### src/rtl/stl_pkg.sv
package stl_pkg;

  localparam int BYTE_BITS  = 8;
  localparam int KIND_BITS  = 6;
  localparam int START_BITS = 16;
  localparam int LEN_BITS   = 16;
  localparam int ERR_BITS   = 2;

  localparam int KW_COUNT   = 7;
  localparam int KW_MAX_LEN = 6;
  localparam int KW_IDX_BITS = $clog2(KW_MAX_LEN);

  localparam logic [LEN_BITS-1:0] LEN_MAX = '1;

  // Token kinds.
  localparam logic [KIND_BITS-1:0] KIND_EOF      = 6'd0;
  localparam logic [KIND_BITS-1:0] KIND_NUMBER   = 6'd1;
  localparam logic [KIND_BITS-1:0] KIND_FLOAT    = 6'd2;
  localparam logic [KIND_BITS-1:0] KIND_STRING   = 6'd3;
  localparam logic [KIND_BITS-1:0] KIND_IDENT    = 6'd4;
  localparam logic [KIND_BITS-1:0] KIND_KW_IF    = 6'd5;
  localparam logic [KIND_BITS-1:0] KIND_PLUS     = 6'd12;
  localparam logic [KIND_BITS-1:0] KIND_PLUS_DOT = 6'd13;
  localparam logic [KIND_BITS-1:0] KIND_MINUS    = 6'd14;
  localparam logic [KIND_BITS-1:0] KIND_MINUS_DOT = 6'd15;
  localparam logic [KIND_BITS-1:0] KIND_STAR     = 6'd16;
  localparam logic [KIND_BITS-1:0] KIND_STAR_DOT = 6'd17;
  localparam logic [KIND_BITS-1:0] KIND_SLASH    = 6'd18;
  localparam logic [KIND_BITS-1:0] KIND_SLASH_DOT = 6'd19;
  localparam logic [KIND_BITS-1:0] KIND_PERCENT  = 6'd20;
  localparam logic [KIND_BITS-1:0] KIND_PERCENT_DOT = 6'd21;
  localparam logic [KIND_BITS-1:0] KIND_COMMA    = 6'd22;
  localparam logic [KIND_BITS-1:0] KIND_EQ_EQ    = 6'd23;
  localparam logic [KIND_BITS-1:0] KIND_EQ       = 6'd24;
  localparam logic [KIND_BITS-1:0] KIND_ASSIGN   = 6'd25;
  localparam logic [KIND_BITS-1:0] KIND_COLON    = 6'd26;
  localparam logic [KIND_BITS-1:0] KIND_SEMI     = 6'd27;
  localparam logic [KIND_BITS-1:0] KIND_LPAREN   = 6'd28;
  localparam logic [KIND_BITS-1:0] KIND_RPAREN   = 6'd29;
  localparam logic [KIND_BITS-1:0] KIND_LBRACE   = 6'd30;
  localparam logic [KIND_BITS-1:0] KIND_RBRACE   = 6'd31;
  localparam logic [KIND_BITS-1:0] KIND_NOT_EQ   = 6'd32;
  localparam logic [KIND_BITS-1:0] KIND_NOT      = 6'd33;
  localparam logic [KIND_BITS-1:0] KIND_GT_EQ    = 6'd34;
  localparam logic [KIND_BITS-1:0] KIND_GT       = 6'd35;
  localparam logic [KIND_BITS-1:0] KIND_LT_EQ    = 6'd36;
  localparam logic [KIND_BITS-1:0] KIND_LT       = 6'd37;
  localparam logic [KIND_BITS-1:0] KIND_HASH     = 6'd38;

  // Error codes.
  localparam logic [ERR_BITS-1:0] ERR_NONE    = 2'd0;
  localparam logic [ERR_BITS-1:0] ERR_DOTS    = 2'd1;
  localparam logic [ERR_BITS-1:0] ERR_STRING  = 2'd2;
  localparam logic [ERR_BITS-1:0] ERR_UNKNOWN = 2'd3;

  localparam logic [BYTE_BITS-1:0] KW_TEXT [KW_COUNT][KW_MAX_LEN] = '{
    '{"i", "f", 8'h00, 8'h00, 8'h00, 8'h00},
    '{"t", "h", "e", "n", 8'h00, 8'h00},
    '{"e", "l", "s", "e", 8'h00, 8'h00},
    '{"l", "e", "t", 8'h00, 8'h00, 8'h00},
    '{"i", "n", 8'h00, 8'h00, 8'h00, 8'h00},
    '{"e", "x", "t", "e", "r", "n"},
    '{"n", "e", "w", 8'h00, 8'h00, 8'h00}
  };
  localparam logic [2:0] KW_LEN [KW_COUNT] = '{3'd2, 3'd4, 3'd4, 3'd3, 3'd2, 3'd6, 3'd3};

  typedef struct packed {
    logic [BYTE_BITS-1:0] source_byte;
    logic                 end_of_source;
  } stl_text_t;

  typedef struct packed {
    logic [KIND_BITS-1:0]  token_kind;
    logic [START_BITS-1:0] token_start;
    logic [LEN_BITS-1:0]   token_length;
    logic [ERR_BITS-1:0]   error_code;
    logic                  last_of_run;
  } stl_token_t;

  function automatic stl_token_t make_token(logic [KIND_BITS-1:0] kind,
                                            logic [START_BITS-1:0] start,
                                            logic [LEN_BITS-1:0] len,
                                            logic [ERR_BITS-1:0] err);
    stl_token_t t;
    t.token_kind   = kind;
    t.token_start  = start;
    t.token_length = len;
    t.error_code   = err;
    t.last_of_run  = 1'b0;
    return t;
  endfunction

  function automatic logic is_digit(logic [BYTE_BITS-1:0] c);
    return c >= "0" && c <= "9";
  endfunction

  function automatic logic is_alpha(logic [BYTE_BITS-1:0] c);
    return (c >= "a" && c <= "z") || (c >= "A" && c <= "Z");
  endfunction

  function automatic logic is_space(logic [BYTE_BITS-1:0] c);
    return c == " " || (c >= 8'd9 && c <= 8'd13);
  endfunction

  // Kind of a lone operator byte that may take a second byte; zero if none.
  function automatic logic [KIND_BITS-1:0] op_one(logic [BYTE_BITS-1:0] c);
    logic [KIND_BITS-1:0] k;
    case (c)
      "+":     k = KIND_PLUS;
      "-":     k = KIND_MINUS;
      "*":     k = KIND_STAR;
      "/":     k = KIND_SLASH;
      "%":     k = KIND_PERCENT;
      "=":     k = KIND_EQ;
      ":":     k = KIND_COLON;
      "!":     k = KIND_NOT;
      ">":     k = KIND_GT;
      "<":     k = KIND_LT;
      default: k = KIND_EOF;
    endcase
    return k;
  endfunction

  function automatic logic [KIND_BITS-1:0] op_two(logic [BYTE_BITS-1:0] c);
    logic [KIND_BITS-1:0] k;
    case (c)
      "+":     k = KIND_PLUS_DOT;
      "-":     k = KIND_MINUS_DOT;
      "*":     k = KIND_STAR_DOT;
      "/":     k = KIND_SLASH_DOT;
      "%":     k = KIND_PERCENT_DOT;
      "=":     k = KIND_EQ_EQ;
      ":":     k = KIND_ASSIGN;
      "!":     k = KIND_NOT_EQ;
      ">":     k = KIND_GT_EQ;
      "<":     k = KIND_LT_EQ;
      default: k = KIND_EOF;
    endcase
    return k;
  endfunction

  function automatic logic [BYTE_BITS-1:0] op_second(logic [BYTE_BITS-1:0] c);
    logic [BYTE_BITS-1:0] s;
    case (c)
      "+", "-", "*", "/", "%": s = ".";
      "=", ":", "!", ">", "<": s = "=";
      default:                 s = 8'h00;
    endcase
    return s;
  endfunction

  function automatic logic [KIND_BITS-1:0] single_kind(logic [BYTE_BITS-1:0] c);
    logic [KIND_BITS-1:0] k;
    case (c)
      ",":     k = KIND_COMMA;
      ";":     k = KIND_SEMI;
      "(":     k = KIND_LPAREN;
      ")":     k = KIND_RPAREN;
      "{":     k = KIND_LBRACE;
      "}":     k = KIND_RBRACE;
      "#":     k = KIND_HASH;
      default: k = KIND_EOF;
    endcase
    return k;
  endfunction

  // Drops every keyword that ends before this offset or whose character at it differs from c.
  function automatic logic [KW_COUNT-1:0] kw_filter(logic [KW_COUNT-1:0] cand,
                                                    logic [LEN_BITS-1:0] count,
                                                    logic [BYTE_BITS-1:0] c);
    logic [KW_COUNT-1:0] keep;
    keep = cand;
    for (int k = 0; k < KW_COUNT; k++) begin
      if (count >= LEN_BITS'(KW_LEN[k])) begin
        keep[k] = 1'b0;
      end else if (KW_TEXT[k][count[KW_IDX_BITS-1:0]] != c) begin
        keep[k] = 1'b0;
      end
    end
    return keep;
  endfunction

  // The first surviving keyword of exactly this length wins.
  function automatic logic [KIND_BITS-1:0] kw_kind(logic [KW_COUNT-1:0] cand,
                                                   logic [LEN_BITS-1:0] count);
    logic [KIND_BITS-1:0] kind;
    kind = KIND_IDENT;
    for (int k = KW_COUNT - 1; k >= 0; k--) begin
      if (cand[k] && count == LEN_BITS'(KW_LEN[k])) begin
        kind = KIND_KW_IF + KIND_BITS'(k);
      end
    end
    return kind;
  endfunction

endpackage

### src/rtl/stl_if.sv
interface stl_text_if import stl_pkg::*; ();
  logic      valid;
  logic      ready;
  stl_text_t data;

  modport source (output valid, output data, input ready);
  modport sink (input valid, input data, output ready);
endinterface

interface stl_token_if import stl_pkg::*; ();
  logic       valid;
  logic       ready;
  stl_token_t data;

  modport source (output valid, output data, input ready);
  modport sink (input valid, input data, output ready);
endinterface

### src/rtl/source_token_lexer.sv
// Streaming lexer: one source byte is taken per clock while the four-entry
// token queue has room for two tokens, and its tokens (none, one or two)
// are in the queue from the cycle after the byte is taken. Tokens leave the
// queue one per cycle while the consumer is ready, so a byte that completes
// two tokens holds the input back only when the queue fills. Scan state
// is plain registers cleared by reset; there is no start-up delay. After
// an error token the block takes bytes but emits nothing more until reset.
module source_token_lexer import stl_pkg::*; #(
  parameter int POSITION_BITS = 16
) (
  input logic        clk,
  input logic        rst,
  stl_text_if.sink   text,
  stl_token_if.source tokens
);

  localparam logic [2:0] MODE_IDLE   = 3'd0;
  localparam logic [2:0] MODE_NUMBER = 3'd1;
  localparam logic [2:0] MODE_IDENT  = 3'd2;
  localparam logic [2:0] MODE_STRING = 3'd3;
  localparam logic [2:0] MODE_OPER   = 3'd4;

  localparam int FIFO_DEPTH = 4;
  localparam int PTR_BITS   = $clog2(FIFO_DEPTH);
  localparam int CNT_BITS   = $clog2(FIFO_DEPTH + 1);

  logic [POSITION_BITS-1:0] byte_position, byte_position_next;
  logic [POSITION_BITS-1:0] token_begin, token_begin_next;
  logic [2:0]               scan_mode, scan_mode_next;
  logic                     dot_seen, dot_seen_next;
  logic [KW_COUNT-1:0]      keyword_candidates, keyword_candidates_next;
  logic [BYTE_BITS-1:0]     pending_operator, pending_operator_next;
  logic                     error_latched, error_latched_next;
  logic [LEN_BITS-1:0]      token_count, token_count_next;

  logic [BYTE_BITS-1:0]  c;
  logic                  at_end;
  logic                  accept;
  logic                  pop;
  logic [START_BITS-1:0] pos16;
  logic [LEN_BITS-1:0]   count_inc;
  logic                  flush_ok, flush_used, start_used, second_ok;
  stl_token_t            flush_item, second_item, res0, res1;
  logic [1:0]            res_count;

  stl_token_t             fifo_mem [FIFO_DEPTH];
  logic [PTR_BITS-1:0]    wr_ptr, rd_ptr;
  logic [CNT_BITS-1:0]    fifo_count;

  assign c         = text.data.source_byte;
  assign at_end    = text.data.end_of_source || c == 8'h00;
  assign pos16     = START_BITS'(byte_position);
  assign count_inc = (token_count == LEN_MAX) ? token_count : token_count + 1'b1;

  // Token that a non-continuing byte closes, from the current scan state.
  always_comb begin
    flush_ok   = 1'b0;
    flush_item = make_token(KIND_EOF, START_BITS'(token_begin), token_count, ERR_NONE);
    case (scan_mode)
      MODE_NUMBER: begin
        flush_ok = 1'b1;
        flush_item.token_kind = dot_seen ? KIND_FLOAT : KIND_NUMBER;
      end
      MODE_IDENT: begin
        flush_ok = 1'b1;
        flush_item.token_kind = kw_kind(keyword_candidates, token_count);
      end
      MODE_OPER: begin
        flush_ok = 1'b1;
        flush_item.token_kind   = op_one(pending_operator);
        flush_item.token_length = LEN_BITS'(1);
      end
      default: flush_ok = 1'b0;
    endcase
  end

  always_comb begin
    byte_position_next      = byte_position;
    token_begin_next        = token_begin;
    scan_mode_next          = scan_mode;
    dot_seen_next           = dot_seen;
    keyword_candidates_next = keyword_candidates;
    pending_operator_next   = pending_operator;
    error_latched_next      = error_latched;
    token_count_next        = token_count;
    flush_used  = 1'b0;
    start_used  = 1'b0;
    second_ok   = 1'b0;
    second_item = make_token(KIND_EOF, pos16, '0, ERR_NONE);

    if (!error_latched) begin
      if (at_end) begin
        second_ok = 1'b1;
        if (scan_mode == MODE_STRING) begin
          error_latched_next = 1'b1;
          second_item.error_code = ERR_STRING;
        end else begin
          flush_used              = 1'b1;
          byte_position_next      = '0;
          token_begin_next        = '0;
          scan_mode_next          = MODE_IDLE;
          dot_seen_next           = 1'b0;
          keyword_candidates_next = '1;
          pending_operator_next   = '0;
          token_count_next        = '0;
        end
      end else begin
        byte_position_next = byte_position + 1'b1;
        case (scan_mode)
          MODE_NUMBER: begin
            if (is_digit(c)) begin
              token_count_next = count_inc;
            end else if (c == ".") begin
              if (dot_seen) begin
                // The number is dropped; only the error goes out.
                error_latched_next = 1'b1;
                second_ok = 1'b1;
                second_item.error_code = ERR_DOTS;
              end else begin
                dot_seen_next    = 1'b1;
                token_count_next = count_inc;
              end
            end else begin
              flush_used = 1'b1;
              start_used = 1'b1;
            end
          end
          MODE_IDENT: begin
            if (is_alpha(c) || is_digit(c) || c == "_") begin
              keyword_candidates_next = kw_filter(keyword_candidates, token_count, c);
              token_count_next        = count_inc;
            end else begin
              flush_used = 1'b1;
              start_used = 1'b1;
            end
          end
          MODE_STRING: begin
            if (c == "\"") begin
              second_ok      = 1'b1;
              second_item    = make_token(KIND_STRING, START_BITS'(token_begin),
                                          token_count, ERR_NONE);
              scan_mode_next = MODE_IDLE;
            end else begin
              token_count_next = count_inc;
            end
          end
          MODE_OPER: begin
            if (op_second(pending_operator) != 8'h00 && c == op_second(pending_operator)) begin
              second_ok      = 1'b1;
              second_item    = make_token(op_two(pending_operator), START_BITS'(token_begin),
                                          LEN_BITS'(2), ERR_NONE);
              scan_mode_next = MODE_IDLE;
            end else begin
              flush_used = 1'b1;
              start_used = 1'b1;
            end
          end
          default: start_used = 1'b1;
        endcase

        if (start_used) begin
          scan_mode_next = MODE_IDLE;
          if (is_space(c)) begin
            scan_mode_next = MODE_IDLE;
          end else if (is_digit(c)) begin
            scan_mode_next   = MODE_NUMBER;
            token_begin_next = byte_position;
            token_count_next = LEN_BITS'(1);
            dot_seen_next    = 1'b0;
          end else if (is_alpha(c) || c == "_") begin
            scan_mode_next          = MODE_IDENT;
            token_begin_next        = byte_position;
            keyword_candidates_next = kw_filter('1, '0, c);
            token_count_next        = LEN_BITS'(1);
          end else if (c == "\"") begin
            scan_mode_next   = MODE_STRING;
            token_begin_next = byte_position + 1'b1;
            token_count_next = '0;
          end else if (op_one(c) != KIND_EOF) begin
            scan_mode_next        = MODE_OPER;
            pending_operator_next = c;
            token_begin_next      = byte_position;
          end else if (single_kind(c) != KIND_EOF) begin
            second_ok   = 1'b1;
            second_item = make_token(single_kind(c), pos16, LEN_BITS'(1), ERR_NONE);
          end else begin
            error_latched_next     = 1'b1;
            second_ok              = 1'b1;
            second_item.error_code = ERR_UNKNOWN;
          end
        end
      end
    end
  end

  // Pack the closed token and the byte's own token, marking the last one.
  always_comb begin
    res0      = second_item;
    res1      = second_item;
    res_count = 2'd0;
    if (flush_used && flush_ok) begin
      res0 = flush_item;
      if (second_ok) begin
        res_count = 2'd2;
        res1.last_of_run = 1'b1;
      end else begin
        res_count = 2'd1;
        res0.last_of_run = 1'b1;
      end
    end else if (second_ok) begin
      res_count = 2'd1;
      res0.last_of_run = 1'b1;
    end
  end

  assign text.ready   = fifo_count <= CNT_BITS'(FIFO_DEPTH - 2);
  assign accept       = text.valid && text.ready;
  assign tokens.valid = fifo_count != '0;
  assign tokens.data  = fifo_mem[rd_ptr];
  assign pop          = tokens.valid && tokens.ready;

  always_ff @(posedge clk) begin
    if (rst) begin
      byte_position      <= '0;
      token_begin        <= '0;
      scan_mode          <= MODE_IDLE;
      dot_seen           <= 1'b0;
      keyword_candidates <= '1;
      pending_operator   <= '0;
      error_latched      <= 1'b0;
      token_count        <= '0;
    end else if (accept) begin
      byte_position      <= byte_position_next;
      token_begin        <= token_begin_next;
      scan_mode          <= scan_mode_next;
      dot_seen           <= dot_seen_next;
      keyword_candidates <= keyword_candidates_next;
      pending_operator   <= pending_operator_next;
      error_latched      <= error_latched_next;
      token_count        <= token_count_next;
    end
  end

  always_ff @(posedge clk) begin
    if (rst) begin
      wr_ptr     <= '0;
      rd_ptr     <= '0;
      fifo_count <= '0;
    end else begin
      wr_ptr     <= wr_ptr + (accept ? PTR_BITS'(res_count) : PTR_BITS'(0));
      rd_ptr     <= rd_ptr + PTR_BITS'(pop);
      fifo_count <= fifo_count + (accept ? CNT_BITS'(res_count) : CNT_BITS'(0))
                    - CNT_BITS'(pop);
    end
  end

  always_ff @(posedge clk) begin
    if (accept && res_count != 2'd0) begin
      fifo_mem[wr_ptr] <= res0;
    end
    if (accept && res_count == 2'd2) begin
      fifo_mem[wr_ptr + 1'b1] <= res1;
    end
  end

`ifndef SYNTHESIS
  a_fifo_bound: assert property (@(posedge clk) disable iff (rst)
    fifo_count <= CNT_BITS'(FIFO_DEPTH))
    else $error("token queue count beyond its depth");

  a_error_sticks: assert property (@(posedge clk) disable iff (rst)
    error_latched |=> error_latched)
    else $error("latched error cleared without reset");

  a_silent_after_error: assert property (@(posedge clk) disable iff (rst)
    (accept && error_latched) |-> res_count == 2'd0)
    else $error("token produced after a latched error");

  a_token_visible: assert property (@(posedge clk) disable iff (rst)
    (accept && res_count != 2'd0) |=> tokens.valid)
    else $error("token written but queue shows empty");

  a_last_marks: assert property (@(posedge clk) disable iff (rst)
    (accept && res_count == 2'd2) |-> (!res0.last_of_run && res1.last_of_run))
    else $error("end-of-run mark on the wrong token");
`endif

endmodule

### src/flat_wrapper.sv
// flat-port wrapper written by rule: the top's interface ports become plain ports
module source_token_lexer_flat import stl_pkg::*;
#(
  parameter int POSITION_BITS = 16
)
  (clk, rst, text_valid, text_data, text_ready, tokens_valid, tokens_data, tokens_ready);
  stl_text_if text_i ();
  stl_token_if tokens_i ();
  input logic clk;
  input logic rst;
  input wire logic [$bits(text_i.valid)-1:0] text_valid;
  input wire logic [$bits(text_i.data)-1:0] text_data;
  output wire logic [$bits(text_i.ready)-1:0] text_ready;
  output wire logic [$bits(tokens_i.valid)-1:0] tokens_valid;
  output wire logic [$bits(tokens_i.data)-1:0] tokens_data;
  input wire logic [$bits(tokens_i.ready)-1:0] tokens_ready;
  assign text_i.valid = text_valid;
  assign text_i.data = text_data;
  assign text_ready = text_i.ready;
  assign tokens_valid = tokens_i.valid;
  assign tokens_data = tokens_i.data;
  assign tokens_i.ready = tokens_ready;
  source_token_lexer #(.POSITION_BITS(POSITION_BITS)) u_core (.clk(clk), .rst(rst), .text(text_i), .tokens(tokens_i));
endmodule
### config.mk
export PLATFORM = sky130hd
export DESIGN_NAME = source_token_lexer_flat
export DESIGN_NICKNAME = d
export VERILOG_FILES = /design/src/rtl/stl_pkg.sv /design/src/rtl/stl_if.sv /design/src/rtl/source_token_lexer.sv /design/src/flat_wrapper.sv
export SDC_FILE = /design/constraint.sdc
export NUM_CORES = 1
export LEC_CHECK = 0
export ABC_AREA = 1
export BUFFER_PORTS_ARGS = -buffer_cell sky130_fd_sc_hd__buf_2
export CORE_MARGIN = 5
export CORE_UTILIZATION = 50
export DETAILED_ROUTE_END_ITERATION = 10
export GPL_ROUTABILITY_DRIVEN = 0
export PLACE_DENSITY = 0.67
export SKIP_CTS_REPAIR_TIMING = 1
export SYNTH_ARGS = -nofsm -noshare
export SYNTH_HDL_FRONTEND = slang
export SYNTH_SLANG_ARGS = --single-unit
export TNS_END_PERCENT = 50
### constraint.sdc
create_clock -name clk -period 7.5 [get_ports clk]
set_input_delay 1.125 -clock clk [delete_from_list [all_inputs] [get_ports clk]]
set_output_delay 1.125 -clock clk [all_outputs]
set_load 0.01 [all_outputs]
# [Word-level counts from Yosys, hierarchy flattened]
# Memories as Yosys holds them, arrays and structs flattened. A register that Yosys moved wholly into a read port is not among the register bits.
# Cells that the tools add are included.
[word_totals] ff_bits=75 ramBits=164 mem_bits_ro=448 inputBits=13 output_inout_bits=43 elab_cells=340 memories=8
[classes] add_sub_neg=7 order_cmp=14 eq_ne=61 muxes=197 bitwise_logic=2 n_reduce_logical=40
[memory_table] name="u_core.fifo_mem" depth=4 width=41 rd=1 rd_ports_with_merged_regs=1 write_ports=2 line="source_token_lexer.sv:46" text="stl_token_t fifo_mem [FIFO_DEPTH];"
[memory_table] name="(no name shown)" depth=8 width=8 rd=1 rd_ports_with_merged_regs=0 write_ports=0 line="stl_pkg.sv:176" text="end else if (KW_TEXT[k][count[KW_IDX_BITS-1:0]] != c) begin"
[memory_table] name="(no name shown)" depth=8 width=8 rd=1 rd_ports_with_merged_regs=0 write_ports=0 line="stl_pkg.sv:176"
[memory_table] name="(no name shown)" depth=8 width=8 rd=1 rd_ports_with_merged_regs=0 write_ports=0 line="stl_pkg.sv:176"
[memory_table] name="(no name shown)" depth=8 width=8 rd=1 rd_ports_with_merged_regs=0 write_ports=0 line="stl_pkg.sv:176"
[memory_table] name="(no name shown)" depth=8 width=8 rd=1 rd_ports_with_merged_regs=0 write_ports=0 line="stl_pkg.sv:176"
[memory_table] name="2 more memories"
[op_table] op="16-bit 2-to-1 mux" n=22
[op_table] op="41-bit 2-to-1 mux" n=8
[op_table] op="8-bit by 6-bit == test with 1-bit output, second input constant" n=28
[op_table] op="8-bit 2-to-1 mux" n=25
[op_table] op="6-bit one-hot mux with 10 select lines" n=3
[op_table] op="6-bit 2-to-1 mux" n=15
[op_table] op="38-bit 2-to-1 mux" n=2
[op_table] op="38-bit one-hot mux with 2 select lines" n=1
[op_table] op="1-bit 2-to-1 mux" n=74
[op_table] op="7-bit 2-to-1 mux" n=8
[op_table] op="8-bit inequality test" n=7
[op_table] op="16-bit one-hot mux with 3 select lines" n=1
[op_table] op="6-bit one-hot mux with 7 select lines" n=1
[op_table] op="40-bit 2-to-1 mux" n=1
[op_table] op="7-bit by 8-bit inequality test with 1-bit output, first input constant" n=5
[op_table] op="37-bit 2-to-1 mux" n=1
[op_table] op="16-bit by 1-bit adder with 16-bit output, second input constant" n=2
[op_table] op="16-bit by 2-bit == test with 1-bit output, second input constant" n=2
[op_table] op="16-bit by 3-bit == test with 1-bit output, second input constant" n=2
[op_table] op="16-bit by 2-bit >= comparator with 1-bit output, second input constant" n=2
[op_table] op="16-bit by 3-bit >= comparator with 1-bit output, second input constant" n=2
[op_table] op="3-bit 2-to-1 mux" n=10
[op_table] op="4-bit 2-to-1 mux" n=7
[op_table] op="8-bit by 7-bit == test with 1-bit output, second input constant" n=3
[op_table] op="47 further kinds" n=89

# [Longest topological paths before layout]
[depth] depth_word=36 mapped_depth=27

# [Worst setup path before layout]
# Ideal clock, no wire load.
[synth_path] path_kind="input port to flip-flop" startpoint="input port text_data[1]" endpoint="memory u_core.fifo_mem[0][0] in the netlist's numbering, enable pin" setup_time_ns=0.496 arrival_ns=6.059 required_time_ns=7.004 path_slack_ns=0.944 path_stages=17 path_cell_list="buf_4 > nor2_1 > nand2_2 > nand2_1 > nand2_1 > nand2_1 > nand4_1 > o31ai_1 > inv_1 > nand3_4 > buf_2 > nand3_1 > nand4_1 > nand2_1 > ha_1 > or2_2 > o21ai_0"
[synth_rtl] element="start: declaration" line="flat_wrapper.sv:12" text="input wire logic [$bits(text_i.data)-1:0] text_data;"
[synth_rtl] element="end: declaration" line="source_token_lexer.sv:46"

==> impl_metrics.prom <==
# TYPE chip_impl_metric gauge
chip_impl_info{name="run_status",value="finished, final reports clean"} 1
chip_impl_info{name="critical_path.startpoint",value="text_data[8]"} 1
chip_impl_metric{name="layout.nets",unit=""} 2126
chip_impl_metric{name="placed_cells",unit=""} 2457
chip_impl_metric{name="yosys_register_bits",unit=""} 239
chip_impl_metric{name="worstMarginPinSlew",unit="ps"} 1200
chip_impl_metric{name="die_area",unit="um^2"} 33700
chip_impl_info{name="synth_top_cells_by_area",value="sky130_fd_sc_hd__edfxtp_1, sky130_fd_sc_hd__nand2_1, sky130_fd_sc_hd__dfxtp_1"} 1
chip_impl_metric{name="finalClockSkew",unit="ps"} 13.1
chip_impl_metric{name="synthDominantCellAreaShare",unit="%"} 32.7
chip_impl_metric{name="route.final.wire_length",unit="mm"} 44.8
chip_impl_metric{name="track_usage",unit="%"} 26.2
chip_impl_metric{name="dp_worst_setup_slack",unit="ps"} 1300
chip_impl_metric{name="internal-power",unit="mW"} 3.03
chip_impl_info{name="hold_start",value="u_core.pending_operator[6]$_SDFFE_PP0P_"} 1
chip_impl_metric{name="die_y",unit="um"} 183
chip_impl_metric{name="htree_num_levels",unit=""} 1
chip_impl_metric{name="synthDistinctLibCells",unit=""} 56
chip_impl_metric{name="via_count",unit=""} 14400
chip_impl_metric{name="final-setup-viol-count",unit=""} 0
chip_impl_info{name="timing.critical_path.to_type",value="flop"} 1
chip_impl_metric{name="antenna_found_initial",unit=""} 0
chip_impl_metric{name="sequentialPowerShare",unit="%"} 35.8
chip_impl_metric{name="first_global_vias",unit=""} 13400
chip_impl_metric{name="r2r_cells",unit=""} 22
chip_impl_metric{name="layout_worst_path_cycle_share",unit="%"} 76.6
chip_impl_metric{name="cts.sinks",unit=""} 239
chip_impl_metric{name="floorplan.initialDensity",unit="%"} 50.8
chip_impl_metric{name="placement_rows",unit=""} 63
chip_impl_metric{name="drive_above_1_share",unit="%"} 8.65
chip_impl_metric{name="maxSlewViolCount",unit=""} 0
chip_impl_metric{name="pnr_worst_setup_slack",unit="ps"} 1760
chip_impl_metric{name="timing.final.crit_period",unit="ps"} 5740
chip_impl_metric{name="layout-area-overhead-vs-synth",unit="%"} 9.24
chip_impl_metric{name="drv.max_cap_violation_count",unit=""} 0
chip_impl_metric{name="power.combinational.fraction",unit="%"} 36.4
chip_impl_metric{name="io_buffers",unit=""} 55
chip_impl_metric{name="seq_area_frac_synth",unit="%"} 42.7
chip_impl_metric{name="estimated_wirelength_of_the_detail_placed_design",unit="mm"} 30.9
chip_impl_metric{name="power.leakage",unit="nW"} 7.31
chip_impl_metric{name="setup_total_negative_slack",unit="ps"} 0
chip_impl_metric{name="worst-endpoint-required",unit="ps"} 7770
chip_impl_metric{name="design.portCount",unit=""} 56
chip_impl_metric{name="synth-edff-count",unit=""} 164
chip_impl_info{name="timing_worst_setup_path_type",value="in -> reg"} 1
chip_impl_metric{name="finalNonFillerCells",unit=""} 2505
chip_impl_metric{name="stdcell_area",unit="um^2"} 16400
chip_impl_metric{name="global_route.overflow_total",unit=""} 0
chip_impl_metric{name="finish.utilization",unit="%"} 55.4
chip_impl_metric{name="postSynthNetCount",unit=""} 2130
chip_impl_metric{name="power.share.clock",unit="%"} 27.8
chip_impl_metric{name="detail_route.iter0.violations",unit=""} 1610
chip_impl_metric{name="floorplan.die.width",unit="um"} 183
chip_impl_metric{name="total_drc_errors_in_the_routed_layout",unit=""} 0
chip_impl_metric{name="clock_transition_at_the_registers_of_the_reported_paths",unit="ps"} 60
chip_impl_metric{name="path_max_fanout",unit=""} 37
chip_impl_metric{name="report.final.hold_viol_count",unit=""} 0
chip_impl_metric{name="peakVddDrop",unit="mV"} 0.198
chip_impl_metric{name="antenna_left",unit=""} 0
chip_impl_info{name="unrepaired_setup_endpoints_after_global_routing",value="false"} 1
chip_impl_metric{name="asyncSetResetFlopFracSynth",unit="%"} 0
chip_impl_metric{name="synthesis.yosys.warnings",unit=""} 0
chip_impl_info{name="netlist.top_cell.by_area",value="sky130_fd_sc_hd__edfxtp_1"} 1
chip_impl_metric{name="setup.reg_to_reg.worst_slack",unit="ps"} 2590
chip_impl_metric{name="clock_path_buffers",unit=""} 3
chip_impl_info{name="synth_flop_cell",value="sky130_fd_sc_hd__edfxtp_1"} 1
chip_impl_info{name="timing.rr.start",value="u_core.pending_operator[1]$_SDFFE_PP0P_"} 1
chip_impl_metric{name="timing.slew.headroom",unit="%"} 19.6
chip_impl_metric{name="synthesized_area_divided_by_synthesized_cell_count",unit="um^2"} 7.17
chip_impl_metric{name="critPathArrivalTime",unit="ps"} 6010
chip_impl_metric{name="vias_per_cell",unit=""} 5.73
chip_impl_metric{name="number_of_buffers_created_by_cts",unit=""} 26
chip_impl_metric{name="timing.hold.worst_path_depth",unit=""} 2
chip_impl_info{name="timing.hold.worst.class",value="reg -> reg"} 1
chip_impl_metric{name="synth_area",unit="um^2"} 15000
chip_impl_metric{name="core_area",unit="um^2"} 29600
chip_impl_metric{name="dpl_cell_area",unit="um^2"} 15500
chip_impl_metric{name="grt_pass1_wl",unit="mm"} 71.6
chip_impl_metric{name="insertion_delay",unit="ps"} 550
chip_impl_info{name="clock_tree_root_buffer_cell",value="sky130_fd_sc_hd__clkbuf_16"} 1
chip_impl_metric{name="pin_count_of_the_biggest_net_entering_global_routing",unit=""} 84
chip_impl_metric{name="first_pass_iters",unit=""} 6
chip_impl_metric{name="switching_share",unit="%"} 39.2
chip_impl_metric{name="diodes",unit=""} 0
chip_impl_metric{name="synth_cells",unit=""} 2099
chip_impl_metric{name="wl_per_cell",unit="um"} 17.9
chip_impl_metric{name="power.net_switching",unit="mW"} 1.95
chip_impl_info{name="timing.critical_path.from_type",value="input port"} 1
chip_impl_metric{name="maxClockFrequency",unit="MHz"} 174
chip_impl_metric{name="pwr_density_cell",unit="nW/um^2"} 303
chip_impl_info{name="tritoncts",value="yes"} 1
[synth_stat cells (4+ instances only)]
library cell,n
sky130_fd_sc_hd__inv_1,193
sky130_fd_sc_hd__o21ai_1,8
sky130_fd_sc_hd__nand2_1,617
sky130_fd_sc_hd__nand3_1,149
sky130_fd_sc_hd__buf_4,6
sky130_fd_sc_hd__a2bb2oi_1,5
sky130_fd_sc_hd__dfxtp_1,75
sky130_fd_sc_hd__a211oi_1,4
sky130_fd_sc_hd__edfxtp_1,164
sky130_fd_sc_hd__xor2_1,24
sky130_fd_sc_hd__o22ai_1,44
sky130_fd_sc_hd__nor2_1,250
sky130_fd_sc_hd__clkbuf_1,58
sky130_fd_sc_hd__a211oi_2,4
sky130_fd_sc_hd__o21ai_0,193
sky130_fd_sc_hd__buf_2,29
sky130_fd_sc_hd__nand4_1,31
sky130_fd_sc_hd__o21a_1,4
sky130_fd_sc_hd__buf_1,5
sky130_fd_sc_hd__a31oi_1,9
sky130_fd_sc_hd__nor2_2,7
sky130_fd_sc_hd__inv_2,16
sky130_fd_sc_hd__nor3_1,28
sky130_fd_sc_hd__xnor2_1,5
sky130_fd_sc_hd__nand3b_1,4
sky130_fd_sc_hd__nand2_2,17
sky130_fd_sc_hd__a21oi_1,79
sky130_fd_sc_hd__ha_1,17
sky130_fd_sc_hd__o211ai_1,8
[metrics by stage]
step                hold WS, ps  power [mW]
detailed placement          435        3.60
CTS                         443        4.99
global placement            434        3.57
finish                      443        4.98
global route                462        5.29
floorplan                   424        3.03
[worst max-delay path: stages]
cell                      delay [ps]
sky130_fd_sc_hd__buf_2           120
sky130_fd_sc_hd__nor2_2          240
sky130_fd_sc_hd__nand3_1         240
sky130_fd_sc_hd__inv_1           180
sky130_fd_sc_hd__nand3_2         310
sky130_fd_sc_hd__nor2_2          690
sky130_fd_sc_hd__inv_2           310
sky130_fd_sc_hd__nand2_1         430
sky130_fd_sc_hd__inv_1            80
sky130_fd_sc_hd__nand4_1         100
sky130_fd_sc_hd__nand2_1         100
sky130_fd_sc_hd__inv_1            90
sky130_fd_sc_hd__ha_1            140
sky130_fd_sc_hd__nand2_1         100
sky130_fd_sc_hd__nor2_1          290
sky130_fd_sc_hd__inv_1           170
sky130_fd_sc_hd__nand4_2         480
sky130_fd_sc_hd__inv_2           510
sky130_fd_sc_hd__nand2_1         190
sky130_fd_sc_hd__o21ai_0         100
[power groups by stage]
stage          sequential, mW  clock, mW  combinational, mW
4_1_cts                  1.78       1.40               1.81
6_report                 1.78       1.39               1.81
5_1_grt                  1.80       1.47               2.02
3_5_place_dp             1.80          0               1.80
3_3_place_gp             1.80          0               1.77
2_1_floorplan            1.78          0               1.25
[registers in the layout, summed over array words and instances, names as in the netlist]
register,cells
u_core.fifo_count,3
u_core.token_count,16
u_core.keyword_candidates,7
u_core.wr_ptr,2
u_core.rd_ptr,2
u_core.token_begin,16
u_core.byte_position,16
u_core.pending_operator,8
u_core.error_latched,1
u_core.scan_mode,3
u_core.dot_seen,1
u_core.fifo_mem,164
[routing by layer]
layer	share of wire, %	global-route usage [%]
met5	0	0
met3	10	5.64
met2	43	40.2
met4	2.3	6.76
met1	44	37.9
[final timing paths]
check,to
max,u_core.fifo_mem[0][38]$_DFFE_PP_
min,u_core.pending_operator[6]$_SDFFE_PP0P_
max reg2reg,u_core.fifo_mem[0][38]$_DFFE_PP_
min reg2reg,u_core.pending_operator[6]$_SDFFE_PP0P_
[cell type report]
| class | instances | area, um^2 |
|---|---|---|
| inverters | 212 | 796 |
| flip-flops and latches | 239 | 6430 |
| clock buffers | 32 | 707 |
| multi-input cells | 1547 | 7410 |
| clock inverters | 16 | 225 |
| repair buffers | 69 | 380 |
| fillers | 2818 | 13200 |
| well taps | 390 | 488 |
[cells by family after synthesis]
logic type | after synthesis | synth area share [%]
AND/OR/NAND/NOR | 1123 | 31.6
flip-flops | 239 | 42.7
adder cells (fa/ha/maj) | 18 | 1.55
AO/OA/AOI/OAI | 377 | 14.1
buffers and inverters | 313 | 8.38
XOR/XNOR | 29 | 1.69
[placed cells by master (no fill, tap or decap), types with 31 or more instances in the layout]
| master | netlist | layout |
|---|---|---|
| sky130_fd_sc_hd__nand2_1 | 617 | 617 |
| sky130_fd_sc_hd__nor2_1 | 250 | 249 |
| sky130_fd_sc_hd__inv_1 | 193 | 193 |
| sky130_fd_sc_hd__o21ai_0 | 193 | 189 |
| sky130_fd_sc_hd__edfxtp_1 | 164 | 164 |
| sky130_fd_sc_hd__nand3_1 | 149 | 149 |
| sky130_fd_sc_hd__a21oi_1 | 79 | 79 |
| sky130_fd_sc_hd__dfxtp_1 | 75 | 74 |
| sky130_fd_sc_hd__buf_2 | 29 | 55 |
| sky130_fd_sc_hd__o22ai_1 | 44 | 44 |
| sky130_fd_sc_hd__nand4_1 | 31 | 31 |
Power figures use the tool's default switching activity.
